--- src/hw/rtl/spp_pkg.sv ---
// Shared types, constants and the header table for the SPP data frame parser.
package spp_pkg;

	localparam int unsigned HDR_LEN = 12;
	localparam int unsigned MC_W = 4;
	localparam int unsigned LEN_W = 16;

	localparam logic [LEN_W-1:0] MAX_LEN_RESET = 16'd1024;
	localparam logic [MC_W-1:0] HDR_LAST_IDX = 4'd11;
	localparam logic [7:0] CHAR_COMMA = 8'h2C;
	localparam logic [7:0] CHAR_ZERO = 8'h30;

	typedef enum logic [2:0] {
		PH_HUNT    = 3'd0,
		PH_ID      = 3'd1,
		PH_SKIP    = 3'd2,
		PH_LEN     = 3'd3,
		PH_PAYLOAD = 3'd4
	} phase_t;

	// one result item as it leaves the parser
	typedef struct packed {
		logic       valid;
		logic [7:0] payload_byte;
		logic [7:0] link_id;
		logic       frame_last;
	} spp_res_t;

	// header text "+BTSPPDATA: "; hit is low past the end of the text
	typedef struct packed {
		logic       hit;
		logic [7:0] ch;
	} hdr_char_t;

	function automatic hdr_char_t hdr_char(input logic [MC_W-1:0] idx);
		hdr_char_t r;
		r.hit = 1'b1;
		case (idx)
			4'd0:  r.ch = 8'h2B; // '+'
			4'd1:  r.ch = 8'h42; // 'B'
			4'd2:  r.ch = 8'h54; // 'T'
			4'd3:  r.ch = 8'h53; // 'S'
			4'd4:  r.ch = 8'h50; // 'P'
			4'd5:  r.ch = 8'h50; // 'P'
			4'd6:  r.ch = 8'h44; // 'D'
			4'd7:  r.ch = 8'h41; // 'A'
			4'd8:  r.ch = 8'h54; // 'T'
			4'd9:  r.ch = 8'h41; // 'A'
			4'd10: r.ch = 8'h3A; // ':'
			4'd11: r.ch = 8'h20; // ' '
			default: begin
				r.hit = 1'b0;
				r.ch = 8'h00;
			end
		endcase
		return r;
	endfunction

endpackage

--- src/hw/rtl/spp_parse.sv ---
// Parser state machine: header hunt, id capture, length build-up and payload count.
module spp_parse (
	input  logic                         clk,
	input  logic                         arst_n,
	input  logic                         step,
	input  logic [7:0]                   rx_byte,
	input  logic [spp_pkg::LEN_W-1:0]    max_len,
	output spp_pkg::spp_res_t            res
);

	spp_pkg::phase_t               phase_q, phase_d;
	logic [spp_pkg::MC_W-1:0]      match_q, match_d;
	logic [7:0]                    id_q, id_d;
	logic [spp_pkg::LEN_W-1:0]     rem_q, rem_d;
	spp_pkg::hdr_char_t            hc;
	logic                          last;

	always_ff @(posedge clk or negedge arst_n) begin
		if (!arst_n) begin
			phase_q <= spp_pkg::PH_HUNT;
			match_q <= '0;
			id_q <= '0;
			rem_q <= '0;
		end else if (step) begin
			phase_q <= phase_d;
			match_q <= match_d;
			id_q <= id_d;
			rem_q <= rem_d;
		end
	end

	always_comb begin
		phase_d = phase_q;
		match_d = match_q;
		id_d = id_q;
		rem_d = rem_q;
		hc = spp_pkg::hdr_char(match_q);
		last = (rem_q <= spp_pkg::LEN_W'(1));
		res.valid = 1'b0;
		res.payload_byte = rx_byte;
		res.link_id = id_q;
		res.frame_last = last;
		case (phase_q)
			spp_pkg::PH_HUNT: begin
				if (!hc.hit || hc.ch != rx_byte) begin
					match_d = '0;
				end else if (match_q == spp_pkg::HDR_LAST_IDX) begin
					match_d = '0;
					phase_d = spp_pkg::PH_ID;
				end else begin
					match_d = match_q + spp_pkg::MC_W'(1);
				end
			end
			spp_pkg::PH_ID: begin
				id_d = rx_byte;
				phase_d = spp_pkg::PH_SKIP;
			end
			spp_pkg::PH_SKIP: begin
				phase_d = spp_pkg::PH_LEN;
				match_d = '0;
				rem_d = '0;
			end
			spp_pkg::PH_LEN: begin
				if (rx_byte != spp_pkg::CHAR_COMMA) begin
					// rem*10 + byte - '0', wrapping at 16 bits
					rem_d = (rem_q << 3) + (rem_q << 1) + spp_pkg::LEN_W'(rx_byte)
						- spp_pkg::LEN_W'(spp_pkg::CHAR_ZERO);
				end else if (rem_q >= max_len || rem_q == '0) begin
					phase_d = spp_pkg::PH_HUNT;
					match_d = '0;
				end else begin
					phase_d = spp_pkg::PH_PAYLOAD;
				end
			end
			spp_pkg::PH_PAYLOAD: begin
				res.valid = 1'b1;
				rem_d = rem_q - spp_pkg::LEN_W'(1);
				if (last) begin
					rem_d = '0;
					phase_d = spp_pkg::PH_HUNT;
					match_d = '0;
				end
			end
			default: begin
				phase_d = spp_pkg::PH_HUNT;
				match_d = '0;
			end
		endcase
	end

	// header index never runs past the last header character
	a_match_range: assert property (@(posedge clk) disable iff (!arst_n)
		match_q <= spp_pkg::HDR_LAST_IDX)
		else $error("header match index out of range");

	// a payload phase always has at least one byte still due
	a_payload_len: assert property (@(posedge clk) disable iff (!arst_n)
		phase_q == spp_pkg::PH_PAYLOAD |-> rem_q != '0)
		else $error("payload phase with zero length");

	// the last byte of a frame sends the parser back to the hunt
	a_last_hunt: assert property (@(posedge clk) disable iff (!arst_n)
		step && res.valid && res.frame_last |=>
			phase_q == spp_pkg::PH_HUNT && match_q == '0)
		else $error("parser not hunting after last payload byte");

endmodule

--- src/hw/rtl/spp_data_frame_parser.sv ---
// Top level of the SPP data frame parser: input register, parser and result register.
//
// Byte-stream parser for modem data frames of the form "+BTSPPDATA: <id>?<len>,<payload>".
// Each item on the s_ side is one received serial byte. The parser hunts for the twelve
// byte header, keeps the following byte as the link id, skips one byte, then builds a
// decimal length (any non-comma byte adds byte-'0', wrapping at 16 bits) up to a comma.
// A length of zero, or one at or above max_payload_length, drops the frame and the hunt
// restarts. Otherwise the next <len> bytes each leave on the m_ side as one item carrying
// the byte and the link id, with m_tlast on the final one. Header, id, skip and length
// bytes produce no item. Throughput is one byte per clock while m_tready does not stall the
// result register: a byte is registered on entry, goes through the parser's combinational
// next-state logic and, when it yields an item, is registered in the result register,
// which drives m_tvalid.
// The input stage moves on whenever the result register is empty or being drained,
// so s_tready only drops while a result sits unaccepted and another byte is waiting.
// max_payload_length resets to 1024 and should only be written while the block is idle.
module spp_data_frame_parser (
	input  logic        clk,
	input  logic        arst_n,
	// configuration
	input  logic        max_payload_length_we,
	input  logic [15:0] max_payload_length_wdata,
	// byte input
	input  logic        s_tvalid,
	output logic        s_tready,
	input  logic [7:0]  s_tdata,   // [7:0] rx_byte
	// payload output
	output logic        m_tvalid,
	input  logic        m_tready,
	output logic [15:0] m_tdata,   // [7:0] payload_byte, [15:8] link_id
	output logic        m_tlast    // frame_last
);

	logic [spp_pkg::LEN_W-1:0] max_len_q;
	logic                      v_s1;
	logic [7:0]                byte_s1;
	logic                      out_free;
	logic                      advance;
	spp_pkg::spp_res_t         res;
	logic [7:0]                pay_s2;
	logic [7:0]                id_s2;
	logic                      last_s2;

	// configuration register
	always_ff @(posedge clk or negedge arst_n) begin
		if (!arst_n) begin
			max_len_q <= spp_pkg::MAX_LEN_RESET;
		end else if (max_payload_length_we) begin
			max_len_q <= max_payload_length_wdata;
		end
	end

	// stage 1 moves into the parser when the result register can take its outcome
	assign out_free = !m_tvalid || m_tready;
	assign advance = v_s1 && out_free;
	assign s_tready = !v_s1 || out_free;

	always_ff @(posedge clk or negedge arst_n) begin
		if (!arst_n) begin
			v_s1 <= 1'b0;
		end else if (s_tready) begin
			v_s1 <= s_tvalid;
		end
	end

	always_ff @(posedge clk) begin
		if (s_tready && s_tvalid) begin
			byte_s1 <= s_tdata;
		end
	end

	spp_parse u_parse (
		.clk     (clk),
		.arst_n  (arst_n),
		.step    (advance),
		.rx_byte (byte_s1),
		.max_len (max_len_q),
		.res     (res)
	);

	// result register
	always_ff @(posedge clk or negedge arst_n) begin
		if (!arst_n) begin
			m_tvalid <= 1'b0;
		end else if (out_free) begin
			m_tvalid <= advance && res.valid;
		end
	end

	always_ff @(posedge clk) begin
		if (advance && res.valid) begin
			pay_s2 <= res.payload_byte;
			id_s2 <= res.link_id;
			last_s2 <= res.frame_last;
		end
	end

	assign m_tdata = {id_s2, pay_s2};
	assign m_tlast = last_s2;

endmodule

--- config.mk ---
export PLATFORM = sky130hd
export DESIGN_NAME = spp_data_frame_parser
export DESIGN_NICKNAME = d
export VERILOG_FILES = /design/src/hw/rtl/spp_pkg.sv /design/src/hw/rtl/spp_parse.sv /design/src/hw/rtl/spp_data_frame_parser.sv
export SDC_FILE = /design/constraint.sdc
export NUM_CORES = 1
export LEC_CHECK = 0
export ABC_CLOCK_PERIOD_IN_PS = 4950
export BUFFER_PORTS_ARGS = -buffer_cell sky130_fd_sc_hd__buf_4
export CAP_MARGIN = 20
export CELL_PAD_IN_SITES_DETAIL_PLACEMENT = 0
export CELL_PAD_IN_SITES_GLOBAL_PLACEMENT = 1
export CORE_MARGIN = 4
export CORE_UTILIZATION = 47
export CTS_CLUSTER_SIZE = 10
export DETAILED_ROUTE_END_ITERATION = 10
export GPL_TIMING_DRIVEN = 0
export PLACE_DENSITY_LB_ADDON = 0.12
export SYNTH_ARGS = -nofsm -noshare
export SYNTH_HDL_FRONTEND = slang
export SYNTH_SLANG_ARGS = --single-unit
--- constraint.sdc ---
create_clock -name clk -period 4.95 [get_ports clk]
set_input_delay 0.99 -clock clk [delete_from_list [all_inputs] [get_ports clk]]
set_output_delay 0.99 -clock clk [all_outputs]
set_load 0.03 [all_outputs]
==> results.txt <==
Row count: 37
Largest net degree at the start of global routing: 50
Initial antenna violation count: 0
Setup crit start kind: register
Min-Delay Path Depth: 0
Die height: 110.5 um
Comb pwr share: 0.100
Die area: 0.01222 sq mm
Clock Sinks: 74
DR top layer: met4
Slew Viols, Final: 0
CP Data Required Time: 5.17 ns
M1 WL: 5622 um
WS Path Type: register to register
Shortest period the worst path allows: 4.002 ns
Layout cell share with drive strength beyond 1: 0.1505
Die width: 110.5 um
Final Power: 1.234 mW
Via count: 3993
Asr flop ratio synth: 0.6622
Syn Std Cell Area: 0.004942 sq mm
FMAX: 0.2499 GHz
Total GRT Usage: 0.1913
Gr ovfl total: 0
Dpl ws: 0.9700 ns
Outcome: complete, no violations
Htree depth: 3
First-pass GRT wire length: 19220 um
CTS Buffer Depth: 2
Core area: 0.01028 sq mm
R2r worst-path depth: 14
Vias/cell: 5.592
Clock skew: 0.01230 ns
Post-CTS setup repair buffer count: 0
Syn_area_per_cell: 9.597 sq um
Worst-path clk slew: 0.08 ns
Pleak: 2.601 nW
CP Max Fanout: 8
Number of synthesized flops with an enable pin: 25
HPWL after DPL: 8858 um
Final Cell Area: 0.005650 sq mm
Synthesis Warnings: 0
Post-Synthesis Cells: 515
# diodes: 0
Antenna Violating Nets Remaining: 0
Final critical-path setup slack: 0.9482 ns
Root buffer cell: clkbuf_8
Area grow syn2layout: 14.33%
Worst-Margin Slew: 0.7387 ns
Final setup fails: 0
Clock Power Share: 0.363
Starting density of the core: 0.4809
Sequential fraction of the synthesis area: 0.4003
WL met2: 5336 um
Netlist cell types: 63
Cts repair resizes: 0
Seq cells post-synth: 74
Port buffer count: 47
DRC: 0
Fillers: 975
Final-stage net count: 664
Setup TNS: 0 ns
Unrepaired setup endpoints after global routing: no
Tcrit/Tclk final: 0.8085
Final Hold Viols: 0
Gpl congestion: 0.8252
Critical Path End Type: register
Worst slew margin: 0.5070
Pint: 894.7 uW
Pwr/cell area: 218.4 mW/mm^2
Max_cap viols: 0
Wire length per cell: 16.06 um
Worst vdd ir: 0.1066 mV
Sequential group share of total power: 0.537
Placed Area: 0.005465 sq mm
Num CTS Buffers: 9
Number of global-route vias before repair: 3971
Ports: 48
HP Class: register to register
Synth Flop Type: dfrtp_1
Crit path arrival time: 4.23 ns
Met3 wire len: 393 um
Final WL: 11460 um
CTS Hold Bufs: 0
Clk Latency, worst-skew pair: 0.36 ns
DR iter-0 viols: 241
CTS tree: built
Net Sw Frac: 0.2748
Syn_nets: 606
DR pass1 iterations: 4
Net Sw Power: 339.1 uW
## worst paths after layout
path                                  start                 to  slack [ns]
max                        u_parse.rem_q[2]  u_parse.rem_q[15]        0.95
min                         u_parse.id_q[6]           id_s2[6]        0.45
max reg2reg                u_parse.rem_q[2]  u_parse.rem_q[15]        0.95
min reg2reg                 u_parse.id_q[6]           id_s2[6]        0.45
max in group asynchronous            arst_n    u_parse.id_q[1]        3.84
min in group asynchronous            arst_n       max_len_q[5]        0.66
## flip-flops by register name (all words and copies together), names as in the netlist
name,count
u_parse.match_q,4
m_tlast,1
u_parse.id_q,8
byte_s1,8
id_s2,8
u_parse.phase_q,3
max_len_q,16
u_parse.rem_q,16
m_tvalid,1
v_s1,1
pay_s2,8
## Yosys cell counts (all sizes together), types with 7 or more instances
cell | n | area [sq um]
a21oi | 24 | 120.1
buf | 8 | 40.04
clkbuf | 8 | 30.03
dfrtp | 48 | 1201
edfxtp | 25 | 750.7
ha | 56 | 700.7
inv | 63 | 236.5
nand2 | 43 | 161.4
nand3 | 8 | 45.04
nor2 | 30 | 112.6
nor3 | 10 | 50.05
nor4 | 12 | 105.1
o21ai | 57 | 296.5
xnor2 | 8 | 70.07
xor2 | 7 | 61.31
## cell families after synthesis
group / synth area share
and+or+nand+nor: 0.1534
AOI/OAI and AO/OA: 0.1785
buffers and inverters: 0.06203
DFF: 0.4003
adders and majority gates: 0.1661
xor gates and xnor gates: 0.02658
muxes: 0.01316
## area by class of cell
class	count	area, sq um	share of cell area
well taps	136	170.2	0.03012
repair buffers	47	352.8	0.06244
inverters	63	236.5	0.04185
clock buffers	9	123.9	0.02192
flip-flops and latches	74	1978	0.3501
clock inverters	7	61.31	0.01085
plain buffers	16	70.07	0.01240
multi-input cells	362	2658	0.4703
## power by group through the flow
stage | clock network (mW) | logic [mW] | registers, mW
floorplan | 0 | 0.0752 | 0.671
global placement | 0 | 0.120 | 0.675
detailed placement | 0 | 0.124 | 0.676
CTS | 0.461 | 0.125 | 0.663
global route | 0.493 | 0.142 | 0.665
finish | 0.448 | 0.123 | 0.663
## worst max-delay path, stage by stage, from the launching register on
cell and delay, ns:
dfrtp_1 0.35, clkbuf_1 0.31, inv_1 0.15, fa_1 0.51, inv_1 0.04, ha_1 0.28, ha_1 0.25, fa_1 0.43
a211oi_1 0.26, nor2_1 0.14, o41a_1 0.36, a41oi_1 0.30, a21oi_1 0.14, xnor2_1 0.21, o221ai_1 0.13
## routing by layer
layer,up-vias,GRT usage
li1,1963,-
met1,1945,0.2653
met2,77,0.3078
met3,8,0.03068
met4,0,0.05911
met5,-,0
## layout by cell type, fill, tap and decap left out, types with 4 or more instances in the layout
master,Yosys,routed
nor2_1,30,30
ha_1,56,56
o21ai_1,4,4
nand2_1,43,43
nor2b_1,4,4
a21oi_1,24,24
nor3_1,10,10
o21a_1,6,6
a211oi_1,5,5
nor3b_1,5,5
buf_2,8,8
a2111oi_0,5,5
clkbuf_1,8,8
o21ai_0,52,52
and2_1,4,4
dfrtp_1,48,48
nand3_1,7,7
buf_4,0,47
xnor2_1,8,8
xor2_1,7,7
fa_1,6,6
edfxtp_1,25,25
a21o_1,5,5
inv_1,63,63
mux2_2,4,4
nand2b_1,4,4
nor4_1,10,10
clkbuf_8,0,9
or2_2,4,4
## per-stage QoR
step           instances  utilization  hold WS (ns)
6_report             714       0.5498        0.4507
5_1_grt              714       0.5498        0.4646
4_1_cts              714       0.5498        0.4545
3_5_place_dp         698       0.5318        0.4377
3_3_place_gp         698       0.5318        0.4279
2_1_floorplan        515            -        0.4194
Power figures use the tool's default switching activity.
